### src/design/spc_pkg.sv
`default_nettype none

package spc_pkg;

    localparam int PC_W       = 4;
    localparam int CFG_IDX_W  = 3;
    localparam int CFG_DATA_W = 16;
    localparam int GAIN_SHIFT = 10;
    localparam int MODE_THRESH = 4;
    localparam int SCALE_SHIFT = 14;
    localparam int MUL_A_W    = 32;
    localparam int MUL_B_W    = 17;
    localparam int PROD_W     = MUL_A_W + MUL_B_W;
    localparam int ACC_W      = PROD_W + 1;

    localparam logic [CFG_IDX_W-1:0] REG_KP_HOLD       = 3'd0;
    localparam logic [CFG_IDX_W-1:0] REG_KI_HOLD       = 3'd1;
    localparam logic [CFG_IDX_W-1:0] REG_KP_RAMP       = 3'd2;
    localparam logic [CFG_IDX_W-1:0] REG_KI_RAMP       = 3'd3;
    localparam logic [CFG_IDX_W-1:0] REG_ACCEL_STEP    = 3'd4;
    localparam logic [CFG_IDX_W-1:0] REG_STEP_INTERVAL = 3'd5;
    localparam logic [CFG_IDX_W-1:0] REG_SPEED_SCALE   = 3'd6;

    localparam logic [15:0] RST_KP            = 16'h27ff;
    localparam logic [15:0] RST_KI            = 16'h0140;
    localparam logic [11:0] RST_ACCEL_STEP    = 12'd1;
    localparam logic [15:0] RST_STEP_INTERVAL = 16'd10;
    localparam logic [15:0] RST_SPEED_SCALE   = 16'h4000;

    typedef enum logic [1:0] {
        MODE_HOLD = 2'd0,
        MODE_ACC  = 2'd1,
        MODE_DEC  = 2'd2
    } t_mode;

    typedef enum logic [3:0] {
        OP_TARGET,
        OP_RAMP,
        OP_CLAMP,
        OP_SCALE,
        OP_ERR,
        OP_INTEG,
        OP_KI,
        OP_SUM,
        OP_ROUND,
        OP_DRIVE
    } t_op;

    typedef enum logic {
        COND_NONE,
        COND_HOLD
    } t_cond;

    typedef struct packed {
        t_op             op;
        t_cond           cond;
        logic [PC_W-1:0] jump;
        logic            last;
    } t_uword;

    typedef struct packed {
        logic [15:0] kp_hold;
        logic [15:0] ki_hold;
        logic [15:0] kp_ramp;
        logic [15:0] ki_ramp;
        logic [11:0] accel_step;
        logic [15:0] step_interval;
        logic [15:0] speed_scale;
    } t_cfg;

    typedef struct packed {
        logic load;
        logic exec;
        t_op  op;
    } t_dp_ctrl;

    function automatic t_uword prog_rom(input logic [PC_W-1:0] pc);
        t_uword w;
        w = '{op: OP_DRIVE, cond: COND_NONE, jump: '0, last: 1'b1};
        case (pc)
            4'd0: w = '{op: OP_TARGET, cond: COND_HOLD, jump: 4'd2, last: 1'b0};
            4'd1: w = '{op: OP_RAMP,   cond: COND_NONE, jump: '0,   last: 1'b0};
            4'd2: w = '{op: OP_CLAMP,  cond: COND_NONE, jump: '0,   last: 1'b0};
            4'd3: w = '{op: OP_SCALE,  cond: COND_NONE, jump: '0,   last: 1'b0};
            4'd4: w = '{op: OP_ERR,    cond: COND_NONE, jump: '0,   last: 1'b0};
            4'd5: w = '{op: OP_INTEG,  cond: COND_NONE, jump: '0,   last: 1'b0};
            4'd6: w = '{op: OP_KI,     cond: COND_NONE, jump: '0,   last: 1'b0};
            4'd7: w = '{op: OP_SUM,    cond: COND_NONE, jump: '0,   last: 1'b0};
            4'd8: w = '{op: OP_ROUND,  cond: COND_NONE, jump: '0,   last: 1'b0};
            4'd9: w = '{op: OP_DRIVE,  cond: COND_NONE, jump: '0,   last: 1'b1};
            default: w = '{op: OP_DRIVE, cond: COND_NONE, jump: '0, last: 1'b1};
        endcase
        return w;
    endfunction

endpackage

`default_nettype wire

### src/design/spc_datapath.sv
`default_nettype none

module spc_datapath #(
    parameter int SPEED_BITS = 12
) (
    input  wire                      i_clk,
    input  wire                      i_rst_n,
    input  wire spc_pkg::t_dp_ctrl   i_ctrl,
    input  wire [SPEED_BITS-1:0]     i_speed_command,
    input  wire [SPEED_BITS-1:0]     i_measured_speed,
    input  wire [31:0]               i_time_now,
    input  wire spc_pkg::t_cfg       i_cfg,
    output spc_pkg::t_mode           o_mode,
    output logic [15:0]              o_goal_value,
    output logic [15:0]              o_drive_value
);

    localparam int SP_W   = SPEED_BITS + 2;
    localparam int DIFF_W = SPEED_BITS + 1;
    localparam int GOAL_W = (SPEED_BITS + 3 > 18) ? SPEED_BITS + 3 : 18;
    localparam int ERR_W  = GOAL_W + 1;
    localparam int ACC_W  = spc_pkg::ACC_W;
    localparam int PROD_W = spc_pkg::PROD_W;

    localparam logic signed [GOAL_W-1:0] G_MAX = GOAL_W'(32767);
    localparam logic signed [GOAL_W-1:0] G_MIN = GOAL_W'(-32768);
    localparam logic signed [ACC_W:0]    D_MAX = (ACC_W + 1)'(32767);
    localparam logic signed [ACC_W:0]    D_MIN = (ACC_W + 1)'(-32768);
    localparam logic signed [PROD_W-1:0] SC_MASK =
        PROD_W'((64'd1 << spc_pkg::SCALE_SHIFT) - 64'd1);
    localparam logic signed [ACC_W-1:0]  GS_MASK =
        ACC_W'((64'd1 << spc_pkg::GAIN_SHIFT) - 64'd1);
    localparam logic signed [DIFF_W-1:0] THR_P = DIFF_W'(spc_pkg::MODE_THRESH);
    localparam logic signed [DIFF_W-1:0] THR_N = DIFF_W'(-spc_pkg::MODE_THRESH);

    spc_pkg::t_mode r_mode, n_mode;
    logic signed [15:0]        r_ramp_goal, n_ramp_goal;
    logic signed [31:0]        r_integ, n_integ;
    logic [31:0]               r_last, n_last;
    logic [31:0]               r_now, n_now;
    logic signed [SP_W-1:0]    r_target, n_target;
    logic signed [SP_W-1:0]    r_cur, n_cur;
    logic signed [GOAL_W-1:0]  r_goal, n_goal;
    logic signed [PROD_W-1:0]  r_prod, n_prod;
    logic signed [ERR_W-1:0]   r_err, n_err;
    logic signed [ACC_W-1:0]   r_acc, n_acc;

    logic signed [spc_pkg::MUL_A_W-1:0] mul_a;
    logic signed [spc_pkg::MUL_B_W-1:0] mul_b;
    logic signed [PROD_W-1:0]           mul_p;

    logic signed [DIFF_W-1:0]  diff;
    logic signed [SP_W-1:0]    in_target;
    logic signed [SP_W-1:0]    in_cur;
    logic signed [GOAL_W-1:0]  tgt_w;
    logic signed [GOAL_W-1:0]  rg_w;
    logic signed [GOAL_W-1:0]  step_w;
    logic                      due;
    logic signed [GOAL_W-1:0]  clamp_goal;
    logic                      clamp_hit;
    logic signed [15:0]        sat_goal;
    logic signed [PROD_W-1:0]  scale_rnd;
    logic signed [ERR_W-1:0]   scaled;
    logic signed [32:0]        integ_sum;
    logic signed [31:0]        integ_sat;
    logic [15:0]               kp_sel;
    logic [15:0]               ki_sel;
    logic signed [ACC_W-1:0]   acc_rnd;
    logic signed [ACC_W:0]     drive_sum;

    assign diff = $signed({i_speed_command[SPEED_BITS-1], i_speed_command})
                - $signed({i_measured_speed[SPEED_BITS-1], i_measured_speed});
    assign in_target = $signed({i_speed_command, 2'b00});
    assign in_cur    = $signed({i_measured_speed, 2'b00});

    assign tgt_w  = GOAL_W'(r_target);
    assign rg_w   = GOAL_W'(r_ramp_goal);
    assign step_w = $signed(GOAL_W'(i_cfg.accel_step));
    assign due    = {1'b0, r_now} > ({1'b0, r_last} + {17'd0, i_cfg.step_interval});

    always_comb begin
        clamp_goal = r_goal;
        clamp_hit  = 1'b0;
        if (r_mode == spc_pkg::MODE_ACC && r_goal > tgt_w) begin
            clamp_goal = tgt_w;
            clamp_hit  = 1'b1;
        end else if (r_mode == spc_pkg::MODE_DEC && r_goal < tgt_w) begin
            clamp_goal = tgt_w;
            clamp_hit  = 1'b1;
        end
        if (clamp_goal > G_MAX) begin
            sat_goal = 16'sh7fff;
        end else if (clamp_goal < G_MIN) begin
            sat_goal = -16'sh8000;
        end else begin
            sat_goal = 16'(clamp_goal);
        end
    end

    assign scale_rnd = r_prod + (r_prod[PROD_W-1] ? SC_MASK : '0);
    assign scaled    = ERR_W'(scale_rnd >>> spc_pkg::SCALE_SHIFT);

    assign integ_sum = 33'(r_integ) + 33'(r_err);
    always_comb begin
        if (integ_sum[32] != integ_sum[31]) begin
            integ_sat = integ_sum[32] ? 32'sh8000_0000 : 32'sh7fff_ffff;
        end else begin
            integ_sat = integ_sum[31:0];
        end
    end

    assign kp_sel = (r_mode == spc_pkg::MODE_HOLD) ? i_cfg.kp_hold : i_cfg.kp_ramp;
    assign ki_sel = (r_mode == spc_pkg::MODE_HOLD) ? i_cfg.ki_hold : i_cfg.ki_ramp;

    assign acc_rnd   = $signed(r_acc + (r_acc[ACC_W-1] ? GS_MASK : '0))
                       >>> spc_pkg::GAIN_SHIFT;
    assign drive_sum = (ACC_W + 1)'(r_cur) + (ACC_W + 1)'(r_acc);

    always_comb begin
        mul_a = '0;
        mul_b = '0;
        case (i_ctrl.op)
            spc_pkg::OP_SCALE: begin
                mul_a = spc_pkg::MUL_A_W'(r_ramp_goal);
                mul_b = $signed({1'b0, i_cfg.speed_scale});
            end
            spc_pkg::OP_INTEG: begin
                mul_a = spc_pkg::MUL_A_W'(r_err);
                mul_b = $signed({1'b0, kp_sel});
            end
            spc_pkg::OP_KI: begin
                mul_a = r_integ;
                mul_b = $signed({1'b0, ki_sel});
            end
            default: begin
                mul_a = '0;
                mul_b = '0;
            end
        endcase
    end

    assign mul_p = PROD_W'(mul_a) * PROD_W'(mul_b);

    always_comb begin
        n_mode      = r_mode;
        n_ramp_goal = r_ramp_goal;
        n_integ     = r_integ;
        n_last      = r_last;
        n_now       = r_now;
        n_target    = r_target;
        n_cur       = r_cur;
        n_goal      = r_goal;
        n_prod      = r_prod;
        n_err       = r_err;
        n_acc       = r_acc;
        if (i_ctrl.load) begin
            n_now    = i_time_now;
            n_target = in_target;
            n_cur    = in_cur;
            if (diff > THR_P) begin
                n_mode = spc_pkg::MODE_ACC;
            end else if (diff < THR_N) begin
                n_mode = spc_pkg::MODE_DEC;
            end else begin
                n_mode = spc_pkg::MODE_HOLD;
            end
        end else if (i_ctrl.exec) begin
            case (i_ctrl.op)
                spc_pkg::OP_TARGET: n_goal = tgt_w;
                spc_pkg::OP_RAMP: begin
                    n_goal = rg_w;
                    if (due) begin
                        n_last = r_now;
                        n_goal = (r_mode == spc_pkg::MODE_ACC) ? rg_w + step_w
                                                               : rg_w - step_w;
                    end
                end
                spc_pkg::OP_CLAMP: begin
                    if (r_mode != spc_pkg::MODE_HOLD && r_now < r_last) begin
                        n_last = r_now;
                    end
                    if (clamp_hit) begin
                        n_mode = spc_pkg::MODE_HOLD;
                    end
                    n_ramp_goal = sat_goal;
                end
                spc_pkg::OP_SCALE: n_prod = mul_p;
                spc_pkg::OP_ERR:   n_err  = scaled - ERR_W'(r_cur);
                spc_pkg::OP_INTEG: begin
                    n_integ = integ_sat;
                    n_prod  = mul_p;
                end
                spc_pkg::OP_KI: begin
                    n_acc  = ACC_W'(r_prod);
                    n_prod = mul_p;
                end
                spc_pkg::OP_SUM:   n_acc = r_acc + ACC_W'(r_prod);
                spc_pkg::OP_ROUND: n_acc = acc_rnd;
                default: ;
            endcase
        end
    end

    always_ff @(posedge i_clk) begin
        if (!i_rst_n) begin
            r_mode      <= spc_pkg::MODE_HOLD;
            r_ramp_goal <= '0;
            r_integ     <= '0;
            r_last      <= '0;
        end else begin
            r_mode      <= n_mode;
            r_ramp_goal <= n_ramp_goal;
            r_integ     <= n_integ;
            r_last      <= n_last;
        end
    end

    always_ff @(posedge i_clk) begin
        r_now    <= n_now;
        r_target <= n_target;
        r_cur    <= n_cur;
        r_goal   <= n_goal;
        r_prod   <= n_prod;
        r_err    <= n_err;
        r_acc    <= n_acc;
    end

    always_comb begin
        if (drive_sum > D_MAX) begin
            o_drive_value = 16'h7fff;
        end else if (drive_sum < D_MIN) begin
            o_drive_value = 16'h8000;
        end else begin
            o_drive_value = drive_sum[15:0];
        end
    end

    assign o_mode       = r_mode;
    assign o_goal_value = r_ramp_goal;

endmodule

`default_nettype wire

### src/design/speed_ramp_pi_controller.sv
// Speed ramp with PI drive correction, one beat in and one beat out per
// control period.
// Input channel (i_in_valid / o_in_ready): speed command, measured speed and
// the tick counter value. Output channel (o_out_valid / i_out_ready): drive
// value, mode and ramped goal.
// The user must write gains, ramp step, step interval and goal scale through
// the plain register port (i_cfg_wr_en, i_cfg_idx, i_cfg_data) only while
// idle; the block does not enforce this. Unknown indexes are dropped.
// Each beat runs a microcode program that steps a single shared 32x17
// multiplier; in hold mode it jumps over the ramp step. No new beat is
// taken while the program runs: the next beat is accepted the cycle after
// the result is registered, so beats do not overlap in the program.
// The result sits in an output register, and the next beat is accepted
// while it waits; if the receiver still stalls when the following result is
// due, the program holds at its last step.
// Synchronous active-low reset restores the register defaults and clears the
// goal, integrator and step time; no result is pending after reset.
`default_nettype none

module speed_ramp_pi_controller #(
    parameter int SPEED_BITS = 12
) (
    input  wire                               i_clk,
    input  wire                               i_rst_n,
    input  wire                               i_in_valid,
    output logic                              o_in_ready,
    input  wire [SPEED_BITS-1:0]              i_speed_command,
    input  wire [SPEED_BITS-1:0]              i_measured_speed,
    input  wire [31:0]                        i_time_now,
    output logic                              o_out_valid,
    input  wire                               i_out_ready,
    output logic [15:0]                       o_drive_value,
    output logic [1:0]                        o_speed_mode,
    output logic [15:0]                       o_goal_value,
    input  wire                               i_cfg_wr_en,
    input  wire [spc_pkg::CFG_IDX_W-1:0]      i_cfg_idx,
    input  wire [spc_pkg::CFG_DATA_W-1:0]     i_cfg_data
);

    spc_pkg::t_cfg            r_cfg, n_cfg;
    logic                     r_busy, n_busy;
    logic [spc_pkg::PC_W-1:0] r_pc, n_pc;
    logic                     r_out_valid, n_out_valid;
    logic [15:0]              r_drive;
    logic [15:0]              r_goal;
    spc_pkg::t_mode           r_mode_out;

    spc_pkg::t_uword   uw;
    spc_pkg::t_dp_ctrl dp_ctrl;
    spc_pkg::t_mode    dp_mode;
    logic [15:0]       dp_goal;
    logic [15:0]       dp_drive;
    logic              accept;
    logic              stall;
    logic              exec;
    logic              finish;

    assign uw       = spc_pkg::prog_rom(r_pc);
    assign accept   = i_in_valid && !r_busy;
    assign stall    = uw.last && r_out_valid && !i_out_ready;
    assign exec     = r_busy && !stall;
    assign finish   = exec && uw.last;

    assign dp_ctrl.load = accept;
    assign dp_ctrl.exec = exec;
    assign dp_ctrl.op   = uw.op;

    always_comb begin
        n_cfg = r_cfg;
        if (i_cfg_wr_en) begin
            case (i_cfg_idx)
                spc_pkg::REG_KP_HOLD:       n_cfg.kp_hold       = i_cfg_data;
                spc_pkg::REG_KI_HOLD:       n_cfg.ki_hold       = i_cfg_data;
                spc_pkg::REG_KP_RAMP:       n_cfg.kp_ramp       = i_cfg_data;
                spc_pkg::REG_KI_RAMP:       n_cfg.ki_ramp       = i_cfg_data;
                spc_pkg::REG_ACCEL_STEP:    n_cfg.accel_step    = i_cfg_data[11:0];
                spc_pkg::REG_STEP_INTERVAL: n_cfg.step_interval = i_cfg_data;
                spc_pkg::REG_SPEED_SCALE:   n_cfg.speed_scale   = i_cfg_data;
                default: ;
            endcase
        end
    end

    always_comb begin
        n_busy      = r_busy;
        n_pc        = r_pc;
        n_out_valid = r_out_valid;
        if (accept) begin
            n_busy = 1'b1;
            n_pc   = '0;
        end else if (exec) begin
            if (uw.last) begin
                n_busy = 1'b0;
            end else if (uw.cond == spc_pkg::COND_HOLD && dp_mode == spc_pkg::MODE_HOLD) begin
                n_pc = uw.jump;
            end else begin
                n_pc = r_pc + 1'b1;
            end
        end
        if (finish) begin
            n_out_valid = 1'b1;
        end else if (i_out_ready) begin
            n_out_valid = 1'b0;
        end
    end

    always_ff @(posedge i_clk) begin
        if (!i_rst_n) begin
            r_cfg.kp_hold       <= spc_pkg::RST_KP;
            r_cfg.ki_hold       <= spc_pkg::RST_KI;
            r_cfg.kp_ramp       <= spc_pkg::RST_KP;
            r_cfg.ki_ramp       <= spc_pkg::RST_KI;
            r_cfg.accel_step    <= spc_pkg::RST_ACCEL_STEP;
            r_cfg.step_interval <= spc_pkg::RST_STEP_INTERVAL;
            r_cfg.speed_scale   <= spc_pkg::RST_SPEED_SCALE;
            r_busy              <= 1'b0;
            r_pc                <= '0;
            r_out_valid         <= 1'b0;
        end else begin
            r_cfg       <= n_cfg;
            r_busy      <= n_busy;
            r_pc        <= n_pc;
            r_out_valid <= n_out_valid;
        end
    end

    always_ff @(posedge i_clk) begin
        if (finish) begin
            r_drive    <= dp_drive;
            r_goal     <= dp_goal;
            r_mode_out <= dp_mode;
        end
    end

    spc_datapath #(
        .SPEED_BITS (SPEED_BITS)
    ) u_datapath (
        .i_clk            (i_clk),
        .i_rst_n          (i_rst_n),
        .i_ctrl           (dp_ctrl),
        .i_speed_command  (i_speed_command),
        .i_measured_speed (i_measured_speed),
        .i_time_now       (i_time_now),
        .i_cfg            (r_cfg),
        .o_mode           (dp_mode),
        .o_goal_value     (dp_goal),
        .o_drive_value    (dp_drive)
    );

    assign o_in_ready    = !r_busy;
    assign o_out_valid   = r_out_valid;
    assign o_drive_value = r_drive;
    assign o_speed_mode  = r_mode_out;
    assign o_goal_value  = r_goal;

endmodule

`default_nettype wire
### config.mk
export PLATFORM = sky130hd
export DESIGN_NAME = speed_ramp_pi_controller
export DESIGN_NICKNAME = d
export VERILOG_FILES = /design/src/design/spc_pkg.sv /design/src/design/spc_datapath.sv /design/src/design/speed_ramp_pi_controller.sv
export SDC_FILE = /design/constraint.sdc
export NUM_CORES = 2
export LEC_CHECK = 0
export ABC_CLOCK_PERIOD_IN_PS = 8150
export BUFFER_PORTS_ARGS = -buffer_cell sky130_fd_sc_hd__buf_2
export CORE_MARGIN = 2
export CORE_UTILIZATION = 30
export CTS_CLUSTER_DIAMETER = 30
export DETAILED_ROUTE_END_ITERATION = 7
export GPL_TIMING_DRIVEN = 0
export HOLD_SLACK_MARGIN = 0.15
export RECOVER_POWER = 100
export SKIP_CTS_REPAIR_TIMING = 1
export SLEW_MARGIN = 20
export SYNTH_ARGS = -nofsm -noshare
export SYNTH_HDL_FRONTEND = slang
export SYNTH_SLANG_ARGS = --single-unit
### constraint.sdc
create_clock -name i_clk -period 8.15 [get_ports i_clk]
set_input_delay 1.63 -clock i_clk [delete_from_list [all_inputs] [get_ports i_clk]]
set_output_delay 1.63 -clock i_clk [all_outputs]
set_load 0.05 [all_outputs]
# == After elaboration in Yosys (flattened, before gate mapping) ==
# Memories as Yosys holds them, arrays and structs flattened. A register that Yosys moved wholly into a read port is not among the register bits.
# Cells that the tools add are included.
# totals
out_inout_bits,36
wordCells,148
mem_bits_ro,112
n_memories,1
ff_bits,422
in_bits,80
# op_classes
n_bitwise,3
multipliers,1
n_lt_le_gt_ge,10
n_mux,36
reduce_logical,43
n_addsub,11
eq_ne,19
# memory_table
memory,depth,word_bits,read_ports,rd_clocked_by_memory_dff,write_ports,line,rtl
(name not given),16,7,1,1,0,spc_pkg.sv:80,case (pc)
# ops
op,n
case mux 50 bit (3 select lines),1
2-to-1 mux 32 bit,4
case mux 32 bit (3 select lines),1
2-to-1 mux 16 bit,5
2-to-1 mux 18 bit,4
case mux 32 bit (2 select lines),1
adder 14 x 50 -> 51 bit,1
"greater-than comparator 51 x 16 -> 1 bit, second input constant",1
"< comparator 51 x 16 -> 1 bit, second input constant",1
adder 50 x 10 -> 50 bit,1
adder 50 x 49 -> 50 bit,1
multiplier 32 x 17 -> 49 bit,1
case mux 16 bit (3 select lines),1
case mux 18 bit (2 select lines),1
adder 32 x 16 -> 33 bit,1
adder 32 x 19 -> 33 bit,1
adder 33 bit,1
greater-than comparator 32 x 33 -> 1 bit,1
< comparator 32 bit,1
AND reduction 3 bit,7
subtractor 19 x 14 -> 19 bit,1
greater-than comparator 18 x 14 -> 1 bit,1
"greater-than comparator 18 x 16 -> 1 bit, second input constant",1
< comparator 18 x 14 -> 1 bit,1
35 further kinds,83

# == Logic depth before layout (Yosys ltp) ==
# logic_depth
word_depth,8
ltp_mapped,33

# == Modules after synthesis ==
# From an unflattened synthesis, not the netlist that was laid out.
# hier_totals
cells_unflattened,5543
hier_area_um2,48039.8
# by_module_without_submodules
mod,area_per_inst_um2,n_inst,cells_each
spc_datapath,42594.6,1,4972
speed_ramp_pi_controller,5445.2,1,571

# == Worst setup path after synthesis ==
# Ideal clock, no wire load.
# synth_path
path_type,reg-to-reg
from,register uw[9] (netlist name)
to,"register u_datapath.r_prod[45], data pin"
arrival_ns,7.918
path_stages_with_launch,30
path_slack_ns,-0.027
setup_time_ns,0.259
required_time_ns,7.891
n_path_buf,2
path_cell_list,dfxtp_1 > nand2b_1 > or3_1 > clkbuf_1 > clkbuf_1 > a21oi_1 > a211oi_1 > nor2_1 > fa_1 > inv_1 > fa_1 > fa_1 > inv_1 > fa_1 > fa_1 > inv_1 > fa_1 > inv_1 > ha_1 > and2_1 > nand2_1 > nor4b_1 > a2111oi_0 > o31ai_1 > a21oi_1 > o21ai_0 > o221ai_1 > o311ai_0 > a21oi_1 > xnor2_1
# synth_via
elab_chain_len,3
elab_cells_between_ends,6
# synth_rtl
item,line,rtl
== test 4 x 3 -> 1 bit / == test 4 x 2 -> 1 bit (equally long branches),spc_datapath.sv:122,case (i_ctrl.op)
case mux 32 bit (3 select lines) / case mux 16 bit (3 select lines) (equally long branches),spc_datapath.sv:122,
multiplier 32 x 17 -> 49 bit *,spc_datapath.sv:142,assign mul_p = PROD_W'(mul_a) * PROD_W'(mul_b);
via u_datapath.mul_p[45],spc_datapath.sv:50,logic signed [PROD_W-1:0] mul_p;
"end signal, assigned",spc_datapath.sv:223,r_prod <= n_prod;
"end, declared",spc_datapath.sv:44,"logic signed [PROD_W-1:0] r_prod, n_prod;"
# Mark *: on every way through the listed nets, which the timed path passes. The rest lies on a longest branch.
# A chain may end at the register's enable or synchronous reset.

# == Worst setup path in the final report ==
# layout_path
from,register uw[9] (netlist name)
to,"register u_datapath.r_prod[41], data pin"
# layout_via
elab_chain_len,3
elab_cells_between_ends,6
# layout_rtl
item,line
== test 4 x 3 -> 1 bit / == test 4 x 2 -> 1 bit (equally long branches),spc_datapath.sv:122
case mux 32 bit (3 select lines) / case mux 16 bit (3 select lines) (equally long branches),spc_datapath.sv:122
multiplier 32 x 17 -> 49 bit *,spc_datapath.sv:142
via u_datapath.mul_p[41],spc_datapath.sv:50
# Marked as above.

==> results_dict.tcl <==
set metrics [dict create \
    netlist_top_cells_area "fa_1 21%, edfxtp_1 14%, ha_1 11%" \
    ys_ff_latch 427 \
    ys_warn_count 0 \
    grt_antenna_before_repair 2 \
    p_comb_share_pct 10.4 \
    ioPinCount 116 \
    yosysTopAreaCellShare_pct 20.6 \
    critPathArrivalTime_ns 8.57 \
    hold_ws_ns 0.461 \
    synth_area_leader_cell "fa_1" \
    via_count 42111 \
    cts_root_buffer "clkbuf_16" \
    setup_violations 0 \
    crit_top_cell "fa_1" \
    grt_max_degree 30 \
    clock_latency_ns 0.74 \
    postSynthCellCount 5630 \
    cap_violations 0 \
    rsz0062_at_grt "true" \
    drt_first_pass_iters 6 \
    crit_path_top_delay_cell "fa_1" \
    synth_area_um2 48200 \
    layout-drive-gt1-share_pct 10.9 \
    worst-endpoint-required_ns 8.57 \
    path_class "register to register" \
    endpoint_kind "register" \
    worstPathMaxFanout 7 \
    yosysSeqAreaShare_pct 22.4 \
    crit_family "adder cells" \
    multi_input_area_um2 34700 \
    crit_buf_inv 8 \
    tightest_slew_ns 1.05 \
    cts_tree "yes" \
    via_per_inst 5.20 \
    rows 147 \
    fin_setup_tns_ns 0 \
    final_antenna_net_count 0 \
    dp_hpwl_um 125000 \
    status "completed" \
    syn_to_final_growth_pct 18.4 \
    grt_pass1_vias 41748 \
    p_int_mw 5.17 \
    dpl.cell_count 7853 \
    switching_share_pct 27.1 \
    synthFlopType "edfxtp_1" \
    relSlewSlack_pct 29.9 \
    power_density_nw_per_um2 124 \
    die_h_um 405 \
    fin_worst_skew_ns 0.104 \
    portBuffers 114 \
    min_period_over_period_pct 99.9 \
    cts_buffers 98 \
    wl_per_cell_um 19.6 \
    postSynth.asyncResetShare_pct 0 \
    die_w_um 405 \
    startpoint_type "register" \
    coreArea_um2 160000 \
    initial_core_util_pct 30.1 \
    regArea_um2 10800 \
    maxSlewViolCount 0 \
    gp_congestion 0.954 \
    cts.sinks 427 \
    timing.final.ws_setup_ns 0.00420 \
    final_cells 8100 \
    drt_iter0_markers 3548 \
    p_sw_mw 1.93 \
    synthesis.nets 6614 \
    cts_buffer_depth 3 \
    track_usage_pct 19.0 \
    overflow 0 \
    drt-total-wl_um 159000 \
    synthDistinctLibCells 84 \
    ir_worst_vdd_uv 172 \
    max_stage_delay_ns 0.55 \
    fmax_mhz 123 \
    htreeDepth 3 \
    clkSlewWorstSetupHoldPaths_ns 0.05 \
    fin_nets 6912 \
    die-area_um2 164000 \
    leakage_nw 24.4 \
    fin_util_pct 35.7 \
    seqPwrFrac_pct 33.4 \
    ys_top_cells_by_count "810 x nand2_1, 713 x inv_1, 496 x fa_1" \
    drcViolationCount 0 \
    synth_most_common_cell "nand2_1" \
    avgSynthCellArea_um2 8.56 \
    grt_first_pass_wirelength_um 243000 \
    n_fill_cell 16290 \
    pre_cts_slack_ns -3.15 \
    hold_path_class "register to register" \
    synth_edf_count 225 \
    p_clk_share_pct 56.3 \
    hold_viol 0 \
    period_minus_slack_ns 8.15 \
]
[power groups by stage]
stage / Sequential (mW) / Combinational, mW / Clock, mW
6_report: 2.37 / 0.736 / 3.99
5_1_grt: 2.37 / 0.817 / 4.16
4_1_cts: 2.37 / 0.703 / 4.05
3_5_place_dp: 2.40 / 0.697 / 0
3_3_place_gp: 2.41 / 0.670 / 0
2_1_floorplan: 2.38 / 0.487 / 0
[worst reg2reg max path, delay by kind of cell, from the launching register on]
family                   cells  cell delay, ns
buffers and inverters        8            1.02
AO/OA/AOI/OAI                8            1.39
multiplexers                 1            0.17
AND/OR/NAND/NOR              7            1.58
flip-flops                   1            0.36
adder cells (fa/ha/maj)      7            3.36
[area by class of cell]
class,count,area share [%]
clock inverters,62,1.24
flip-flops and latches,427,19.0
clock buffers,123,4.75
multi-input cells,4260,60.9
inverters,713,4.69
repair buffers,216,2.76
well taps,2086,4.57
diodes,1,0.00438
plain buffers,212,2.17
[state kept, by name, summed over array words and instances, names as in the netlist]
name and cells:
o_speed_mode 2, r_pc 4, u_datapath.r_last 32, u_datapath.r_target 12, u_datapath.r_prod 49, u_datapath.r_now 32
u_datapath.r_err 19, u_datapath.r_acc 50, r_busy 1, o_drive_value 16, u_datapath.r_goal 17, u_datapath.o_goal_value 16
o_goal_value 16, u_datapath.r_cur 12, u_datapath.o_mode 2, uw 6, r_cfg 108, o_out_valid 1
u_datapath.r_integ 32
[layout by cell type (no fill, tap or decap), drive strengths merged, types with 41 or more instances in the layout]
master	instances
a21oi	379
xnor2	176
a21boi	64
o21ai	284
nor3	73
mux2i	68
nand3	106
dfxtp	202
and2	45
nor2	443
ha	408
xor2	97
nand2b	59
edfxtp	225
and3	41
buf	270
inv	727
a21o	131
fa	496
clkbuf	280
nand2	810
nand4	65
nor2b	52
[through the flow]
stage	cell area (um2)	power (mW)
finish	57100	7.10
global route	57100	7.35
CTS	55200	7.12
detailed placement	51800	3.10
global placement	51400	3.08
floorplan	48200	2.87
[path summary, 6_finish.rpt]
path	start	to	slack [ns]	cells after the start
min reg2reg	r_cfg[103]	r_cfg[103]	0.46	2
max reg2reg	uw[9]	u_datapath.r_prod[41]	0.004	31
min	r_cfg[103]	r_cfg[103]	0.46	2
max	uw[9]	u_datapath.r_prod[41]	0.004	31
[cell families (layout without fill, tap and decap cells)]
kind of cell	after synthesis	after routing	share of synthesized area, %
flip-flops	427	427	22.4
other	0	1	0
AO/OA/AOI/OAI	1204	1204	15.7
adder cells (fa/ha/maj)	910	910	31.3
buffers and inverters	943	1326	7.41
multiplexers	71	71	1.48
XOR/XNOR	273	273	4.96
AND/OR/NAND/NOR	1802	1802	16.7
[metal layers]
| metal | part of all wire [%] | track usage (%) |
|---|---|---|
| met1 | 42 | 25.0 |
| met2 | 46 | 31.0 |
| met3 | 7.8 | 3.62 |
| met4 | 3.8 | 6.88 |
| met5 | 0.066 | 0 |
Note: power is estimated with default switching activity, not from simulation.
